[src/design/arpc_pkg.sv]
`default_nettype none

package arpc_pkg;

    localparam int TABLE_DEPTH_DEF = 256;
    localparam int IP_W            = 32;
    localparam int MAC_W           = 48;
    localparam int ENTRY_W         = IP_W + MAC_W;
    localparam int CFG_W           = 48;
    localparam int CFG_IDX_W       = 1;

    localparam logic [CFG_IDX_W-1:0] CFG_MY_IP  = 1'b0;
    localparam logic [CFG_IDX_W-1:0] CFG_MY_MAC = 1'b1;

    localparam logic [1:0] KIND_RX     = 2'd0;
    localparam logic [1:0] KIND_LOOKUP = 2'd1;
    localparam logic [1:0] KIND_SEND   = 2'd2;

    localparam logic [15:0] HW_ETHER    = 16'h0001;
    localparam logic [15:0] PROTO_IPV4  = 16'h0800;
    localparam logic [7:0]  HW_LEN_ETH  = 8'd6;
    localparam logic [7:0]  PROTO_LEN_4 = 8'd4;
    localparam logic [15:0] OP_REQUEST  = 16'd1;
    localparam logic [15:0] OP_REPLY    = 16'd2;

    localparam logic [1:0] FRAME_OP_REQUEST = 2'd1;
    localparam logic [1:0] FRAME_OP_REPLY   = 2'd2;

    localparam logic [MAC_W-1:0] MAC_BROADCAST = {MAC_W{1'b1}};

    localparam logic [2:0] ST_INVALID    = 3'd0;
    localparam logic [2:0] ST_UNKNOWN_OP = 3'd1;
    localparam logic [2:0] ST_LEARNED    = 3'd2;
    localparam logic [2:0] ST_REPLY_SENT = 3'd3;
    localparam logic [2:0] ST_NOT_FOR_ME = 3'd4;
    localparam logic [2:0] ST_HIT        = 3'd5;
    localparam logic [2:0] ST_MISS       = 3'd6;
    localparam logic [2:0] ST_REQ_SENT   = 3'd7;

    typedef struct packed {
        logic [1:0]       kind;
        logic [15:0]      hw_type;
        logic [15:0]      proto;
        logic [7:0]       hw_len;
        logic [7:0]       proto_len;
        logic [15:0]      opcode;
        logic [MAC_W-1:0] sender_mac;
        logic [IP_W-1:0]  sender_ip;
        logic [IP_W-1:0]  target_ip;
    } req_t;

    typedef struct packed {
        logic [2:0]       status;
        logic             frame_valid;
        logic [1:0]       frame_opcode;
        logic [MAC_W-1:0] frame_dest_mac;
        logic [MAC_W-1:0] frame_sender_mac;
        logic [IP_W-1:0]  frame_sender_ip;
        logic [IP_W-1:0]  frame_target_ip;
        logic [MAC_W-1:0] lookup_mac;
        logic             learn_dropped;
    } rsp_t;

    typedef struct packed {
        logic             done;
        logic             hit;
        logic [MAC_W-1:0] mac;
    } search_res_t;

endpackage

`default_nettype wire

[src/design/arpc_search.sv]
`default_nettype none

// Linear table scan: one read issued per cycle, each entry compared in the cycle after its read.
module arpc_search #(
    parameter int TABLE_DEPTH = arpc_pkg::TABLE_DEPTH_DEF
) (
    input  wire logic                                clk,
    input  wire logic                                rst_n,
    input  wire logic                                go,
    input  wire logic [arpc_pkg::IP_W-1:0]           key,
    input  wire logic [$clog2(TABLE_DEPTH+1)-1:0]    count,
    output logic      [$clog2(TABLE_DEPTH)-1:0]      rd_addr,
    input  wire logic [arpc_pkg::ENTRY_W-1:0]        rd_data,
    output arpc_pkg::search_res_t                    res
);

    localparam int AW = $clog2(TABLE_DEPTH);
    localparam int CW = $clog2(TABLE_DEPTH + 1);

    logic          active_reg, active_next;
    logic          pend_reg, pend_next;
    logic [CW-1:0] idx_reg, idx_next;
    logic          issue;
    logic          hit;

    assign issue   = active_reg && (idx_reg != count);
    assign hit     = pend_reg &&
                     (rd_data[arpc_pkg::ENTRY_W-1:arpc_pkg::MAC_W] == key);
    assign rd_addr = idx_reg[AW-1:0];

    always_comb
    begin
        res.done = active_reg && (hit || (idx_reg == count));
        res.hit  = hit;
        res.mac  = rd_data[arpc_pkg::MAC_W-1:0];
    end

    always_comb
    begin
        active_next = active_reg;
        pend_next   = pend_reg;
        idx_next    = idx_reg;
        if (go)
        begin
            active_next = 1'b1;
            pend_next   = 1'b0;
            idx_next    = '0;
        end
        else if (active_reg)
        begin
            if (res.done)
            begin
                active_next = 1'b0;
                pend_next   = 1'b0;
            end
            else
            begin
                pend_next = issue;
                if (issue)
                begin
                    idx_next = idx_reg + CW'(1);
                end
            end
        end
    end

    always_ff @(posedge clk or negedge rst_n)
    begin
        if (!rst_n)
        begin
            active_reg <= 1'b0;
            pend_reg   <= 1'b0;
            idx_reg    <= '0;
        end
        else
        begin
            active_reg <= active_next;
            pend_reg   <= pend_next;
            idx_reg    <= idx_next;
        end
    end

endmodule

`default_nettype wire

[config.mk]
export PLATFORM = sky130hd
export DESIGN_NAME = arpc_search
export DESIGN_NICKNAME = d
export VERILOG_FILES = /design/src/design/arpc_pkg.sv /design/src/design/arpc_search.sv
export SDC_FILE = /design/constraint.sdc
export NUM_CORES = 1
export LEC_CHECK = 0
export ABC_AREA = 0
export BUFFER_PORTS_ARGS = -buffer_cell sky130_fd_sc_hd__buf_2
export CAP_MARGIN = 20
export CORE_AREA = 2 2 71 73
export CTS_CLUSTER_SIZE = 20
export DETAILED_ROUTE_END_ITERATION = 8
export DIE_AREA = 0 0 73 75
export PLACE_DENSITY = 0.82
export REMOVE_ABC_BUFFERS = 1
export SETUP_SLACK_MARGIN = 0.5
export SKIP_CTS_REPAIR_TIMING = 1
export SLEW_MARGIN = 15
export SYNTH_ARGS = -nofsm -noshare
export SYNTH_HDL_FRONTEND = slang
export SYNTH_SLANG_ARGS = --single-unit
[constraint.sdc]
create_clock -name clk -period 3.45 [get_ports clk]
set_input_delay 0.1725 -clock clk [delete_from_list [all_inputs] [get_ports clk]]
set_output_delay 0.1725 -clock clk [all_outputs]
set_load 0.02 [all_outputs]
==> results.py, run 1 <==
metrics = {
    "clocking": {
        "clockBufferDepth": 2,
        "cts_max_level": 1,
        "cts_root_buffer": "clkbuf_8",
        "clk_pin_slew_ns": 0.05,
        "cts.sinks": 11,
        "cts-buffers-inserted": 3,
        "clk_latency_ns": 0.24,
        "tritoncts": "built",
    },
    "place": {
        "dpl_cell_area_sq_um": 1670,
        "port_buffers": 85,
        "place.detailed.hpwl_um": 7290,
        "place.gp.congestion": 1.01,
    },
    "power": {
        "peakVddDrop_uv": 172,
        "p_leak_uw": 0.000864,
        "internal-power_uw": 284,
        "total_power_uw": 410,
        "clkPwrFrac_pct": 32.9,
        "seq_power_share_pct": 34.0,
        "p_comb_share_pct": 33.1,
        "p_sw_uw": 126,
        "power_per_cell_area_nw_per_um2": 238,
        "swShare_pct": 30.8,
    },
    "floorplanning": {
        "die_area_sq_um": 5480,
        "dieWidth_um": 73,
        "std_cell_rows": 25,
        "core-area_sq_um": 4660,
        "fp.dieH_um": 75,
        "initial_core_util_pct": 35.1,
        "pin_count": 182,
    },
    "yosys": {
        "yosys_most_used_dff": "dfrtp_1",
        "yosysWarnings": 0,
        "syn_inst": 192,
        "async_flop_share_pct": 100,
        "synth_most_common_cell": "buf_4",
        "synthTopCellsByArea": "buf_4 (26%), dfrtp_1 (17%), xor2_1 (14%)",
        "ys_types": 35,
        "synth_edf_count": 0,
        "ys_seq_area_share_pct": 16.8,
        "yosys.area.top_type": "buf_4",
        "avgSynthCellArea_sq_um": 8.52,
        "syn-cell-area_sq_um": 1640,
        "netlist.area_leader.share_pct": 26.2,
        "synth-seq-cells": 11,
        "synth_commonest_cells": "buf_4 (57), xor2_1 (27), xnor2_1 (15)",
    },
    "drt": {
        "wl_per_cell_um": 29.0,
        "drc_errors": 0,
        "drt_iter0_drc": 52,
        "drt_wl_total_um": 7980,
        "drt_pass1_iterations": 6,
        "postRouteAntennaNets": 0,
        "vias": 1454,
        "drt-vias-per-instance": 5.29,
    },
    "critical_path": {
        "reg2regPathDepth": 6,
        "cp.required_ns": 3.28,
        "cp.depth": 8,
        "cp_max_fo": 15,
        "endpoint": "res[49]",
        "slowest_delay_ns": 0.73,
        "cp-start-kind": "input pin",
        "cp_top_family": "simple AND/OR/NAND/NOR gates",
        "r2r_start": "idx_reg[6]",
        "path_cells": "buf_2, xor2_1, nor4_2, nand4_1, nor4_4, inv_1, a21boi_0, buf_2",
        "rrSetupSlack_ns": 1.21,
        "slowest_stage": "nor4_4",
        "cp_data_arrival_time_ns": 2.09,
        "end_kind": "primary output",
        "critical_path_class": "in2out",
        "startpoint": "key[24]",
        "cpMostUsedCell": "buf_2",
        "timing.rr.end": "idx_reg[5]",
        "crit_buf_inv": 3,
    },
    "sta": {
        "fmax_ghz": 0.443,
        "fin_crit_ns": 2.26,
        "slew_viol_final": 0,
        "post-route-period-util_pct": 65.4,
        "maxSlewHeadroom_pct": 49.4,
        "worst_pin_slew_ns": 0.753,
        "setup_violations": 0,
        "finalClockSkew_ns": 0.00122,
        "rsz0062_at_grt": "false",
        "finalSetupTns_ns": 0,
        "hold_viol": 0,
    },
    "outcome": {
        "status": "complete, no violations",
    },
    "grt": {
        "antenna_found_initial": 0,
        "grt-ovfl-total": 0,
        "grt_start_max_net_pins": 18,
        "grt_pass1_wl_um": 10100,
        "grt_use_total_pct": 28.3,
        "first_global_vias": 1348,
    },
    "final_layout": {
        "final_util_pct": 37.0,
        "nets": 347,
        "syn_to_final_growth_pct": 5.43,
        "drive_gt1_share_pct": 46.2,
        "design_area_sq_um": 1720,
        "largest_reg_flops": 9,
        "num_antenna_cells": 0,
    },
    "min_path": {
        "whs_path_depth": 2,
        "min_path_type": "in2reg",
    },
    "flow_run": {
        "max-cap-violations": 0,
    },
}
[worst reg2reg max path, stage by stage, from the launching register on]
cell and delay, ns:
dfrtp_1 0.45, xor2_1 0.19, nor4_1 0.45, nand4_1 0.23, nand2_1 0.40, nor3_2 0.10
mux2_4 0.32
[final cells by class]
class                      count  area [sq um]
clock buffer                   4          45.0
fill                         493          2940
inverter                       2          7.51
multi-input combinational    118           893
sequential                    11           275
tap                           54          67.6
timing repair buffer          86           435
[cells in the final DEF (no fill, tap or decap)]
cell | synthesis | routed
nor3b_1 | 1 | 1
and2_1 | 1 | 1
nand4_1 | 7 | 7
nand2_1 | 6 | 6
nor2_1 | 6 | 6
nor3_2 | 2 | 2
a21oi_1 | 3 | 3
a21boi_0 | 1 | 1
nor4_4 | 1 | 1
or4_2 | 1 | 1
dfrtp_1 | 11 | 11
nor2b_1 | 7 | 7
nor4_1 | 8 | 8
or3b_2 | 1 | 1
xnor2_1 | 15 | 15
mux2_4 | 2 | 2
and4_1 | 3 | 3
mux2_2 | 4 | 4
or3_2 | 1 | 1
inv_1 | 2 | 2
ha_1 | 1 | 1
o21bai_1 | 1 | 1
o31ai_1 | 1 | 1
o22ai_1 | 1 | 1
xor2_1 | 27 | 27
clkbuf_8 | 0 | 3
clkbuf_1 | 1 | 1
nor4_2 | 2 | 2
dlygate4sd3_1 | 0 | 1
o21ai_0 | 2 | 2
nand3_1 | 5 | 5
and3_1 | 1 | 1
nor3_1 | 6 | 6
nor4b_1 | 1 | 1
buf_2 | 1 | 85
[layer usage]
layer,track usage (%),up-vias,share of wire (%)
met5,0.926,-,0
met4,16.5,0,6.0
met3,29.7,19,23
met2,50.6,153,50
met1,16.5,630,22
li1,-,652,-
[cell families (layout without fill, tap and decap cells)]
kind of cell	Yosys count	after routing	share of synthesized area, %
compound gates	9	9	3.29
mux	6	6	4.59
flops	11	11	16.8
fa+ha+maj	1	1	0.765
xor+xnor	42	42	22.5
simple gates	60	60	23.5
buf+inv	63	92	28.5
[stage by stage]
step	setup WS, ns	cells	hold WS, ns
final	1.19	275	0.307
after global routing	0.974	275	0.316
after CTS	1.18	274	-0.193
after detailed placement	1.18	270	0.0645
after global placement	1.19	270	0.0547
after floorplan	1.34	131	-0.123
[power by group through the flow]
stage	Clock, uW	Combinational [uW]	Sequential (uW)
finish	135	136	139
global route	142	149	140
CTS	133	135	139
detailed placement	0	134	141
global placement	0	131	141
floorplan	0	62.0	144
[how the worst min path moves through the flow]
stage          start         end  slack [ns]
5_1_grt           go    pend_reg        0.32
6_report          go    pend_reg        0.31
4_1_cts        rst_n  idx_reg[5]       -0.19
3_5_place_dp   rst_n  idx_reg[5]        0.06
2_1_floorplan  rst_n  active_reg       -0.12
3_3_place_gp   rst_n  idx_reg[5]        0.05
Note: power is estimated with default switching activity, not from simulation.
==> inputs of run 2 (changes only) <==
CORE_AREA = default   (was 2 2 71 73)
CORE_ASPECT_RATIO = 1.1   (was default)
CORE_MARGIN = 2   (was default)
CORE_UTILIZATION = 35   (was default)
DIE_AREA = default   (was 0 0 73 75)
clock period = 2.3 ns   (was 3.45 ns; I/O delays follow)
==> run 2 against run 1 <==
Register-to-register slack worse by 0.80 ns. Sequential share of layout area decreased by 0.56 points. First-iteration DRC count is 13% lower. Via count increased by 3.9%. Combinational power rose by 60%. Sequential cell count stayed put. Die area fell by 4.4%. Power is 53% higher. Clock power increased by 48%. Highest routed layer unchanged.
==> results.py, run 2 (same netlist as run 1, synthesis figures left out) <==
metrics = {
    "outcome": {
        "status": "complete, no violations",
    },
    "grt": {
        "grt_start_max_net_pins": 18,
        "antenna_found_initial": 0,
        "first_global_vias": 1469,
        "grt-ovfl-total": 0,
        "grt_pass1_wl_um": 10800,
        "grt_use_total_pct": 30.4,
    },
    "place": {
        "post-place-cells": 273,
        "place.detailed.hpwl_um": 7530,
        "dpl_cell_area_sq_um": 1680,
        "place.gp.congestion": 0.978,
        "port_buffers": 85,
    },
    "critical_path": {
        "reg2regPathDepth": 6,
        "timing.rr.end": "idx_reg[3]",
        "cp-start-kind": "flop",
        "slowest_stage": "dfrtp_2",
        "critical_path_class": "reg2out",
        "cp_top_family": "simple AND/OR/NAND/NOR gates",
        "crit_buf_inv": 1,
        "cp.required_ns": 2.18,
        "end_kind": "primary output",
        "slowest_delay_ns": 0.44,
        "cp_max_fo": 6,
        "path_cells": "xor2_1, nor4_1, nand4_1, a21boi_1, buf_4",
        "cp_data_arrival_time_ns": 1.85,
        "r2r_start": "idx_reg[4]",
        "rrSetupSlack_ns": 0.41,
    },
    "sta": {
        "fmax_ghz": 0.510,
        "hold_viol": 0,
        "finalClockSkew_ns": 0.00369,
        "fin_crit_ns": 1.96,
        "slew_viol_final": 0,
        "maxSlewHeadroom_pct": 80.1,
        "worst_pin_slew_ns": 0.296,
        "post-route-period-util_pct": 85.3,
        "setup_violations": 0,
        "finalSetupTns_ns": 0,
        "rsz0062_at_grt": "true",
    },
    "clocking": {
        "clockBufferDepth": 2,
        "clk_latency_ns": 0.24,
        "cts_max_level": 1,
        "cts.sinks": 11,
        "clk_pin_slew_ns": 0.05,
        "cts-buffers-inserted": 3,
        "tritoncts": "built",
        "cts_root_buffer": "clkbuf_8",
    },
    "floorplanning": {
        "dieWidth_um": 69.2,
        "std_cell_rows": 26,
        "core-area_sq_um": 4590,
        "initial_core_util_pct": 35.7,
        "die_area_sq_um": 5240,
        "pin_count": 182,
        "fp.dieH_um": 75.7,
    },
    "final_layout": {
        "layout_common_cells": "buf_2 (84), xor2_1 (27), xnor2_1 (14)",
        "fillCellCount": 473,
        "multi_input_area_sq_um": 908,
        "design_area_sq_um": 1810,
        "drive_gt1_share_pct": 50.2,
        "instances_no_fill": 285,
        "syn_to_final_growth_pct": 10.8,
        "nets": 355,
        "seq_area_sq_um": 279,
        "num_antenna_cells": 0,
        "final_common_cell": "buf_2",
        "final_util_pct": 39.5,
        "largest_reg_flops": 9,
    },
    "min_path": {
        "min_path_type": "in2out",
        "whs_path_depth": 0,
        "min-delay-start": "rd_data[7]",
        "holdPathEnd": "res[7]",
    },
    "drt": {
        "drt-vias-per-instance": 5.30,
        "vias": 1511,
        "drc_errors": 0,
        "drt_wl_total_um": 8420,
        "wl_per_cell_um": 29.5,
        "drt_iter0_drc": 45,
        "drt_pass1_iterations": 4,
        "postRouteAntennaNets": 0,
    },
    "power": {
        "total_power_uw": 626,
        "p_leak_uw": 0.000909,
        "peakVddDrop_uv": 270,
        "power_per_cell_area_nw_per_um2": 345,
    },
    "flow_run": {
        "max-cap-violations": 0,
    },
}
==> run 2: through the flow <==
step / hold slack, ns / worst slack, ns
floorplan: -0.181 / 0.301
global placement: 0.000543 / 0.269
detailed placement: 0.00721 / 0.260
CTS: -0.252 / 0.252
global route: 0.230 / 0.264
finish: 0.230 / 0.337
==> run 2: worst max-delay path by stage <==
| stage | from | to | cells past startpoint |
|---|---|---|---|
| after global routing | idx_reg[4] | res[49] | 5 |
| after CTS | key[21] | res[49] | 9 |
| after global placement | key[24] | res[49] | 9 |
| after floorplan | key[1] | res[49] | 6 |
| final | idx_reg[4] | res[49] | 5 |
| after detailed placement | key[21] | res[49] | 9 |
==> run 2: power breakdown <==
| part | internal, uW | switching, uW | leakage [uW] |
|---|---|---|---|
| Combinational | 111 | 107 | 0.000747 |
| Clock | 122 | 77.6 | 0.0000228 |
| Sequential | 200 | 8.64 | 0.000139 |
| Total | 433 | 193 | 0.000909 |
==> run 2: final cells by class <==
class	instances	area share, %
multi-input cells	118	50.1
repair buffers	94	27.7
flip-flops and latches	11	15.4
well taps	56	3.87
clock buffers	4	2.49
inverters	2	0.414
==> run 2: per-layer routing <==
metal	part of all wire (%)	track usage [%]
met5	0	3.70
met4	5.0	12.2
met3	21	31.0
met2	55	61.3
met1	19	15.8
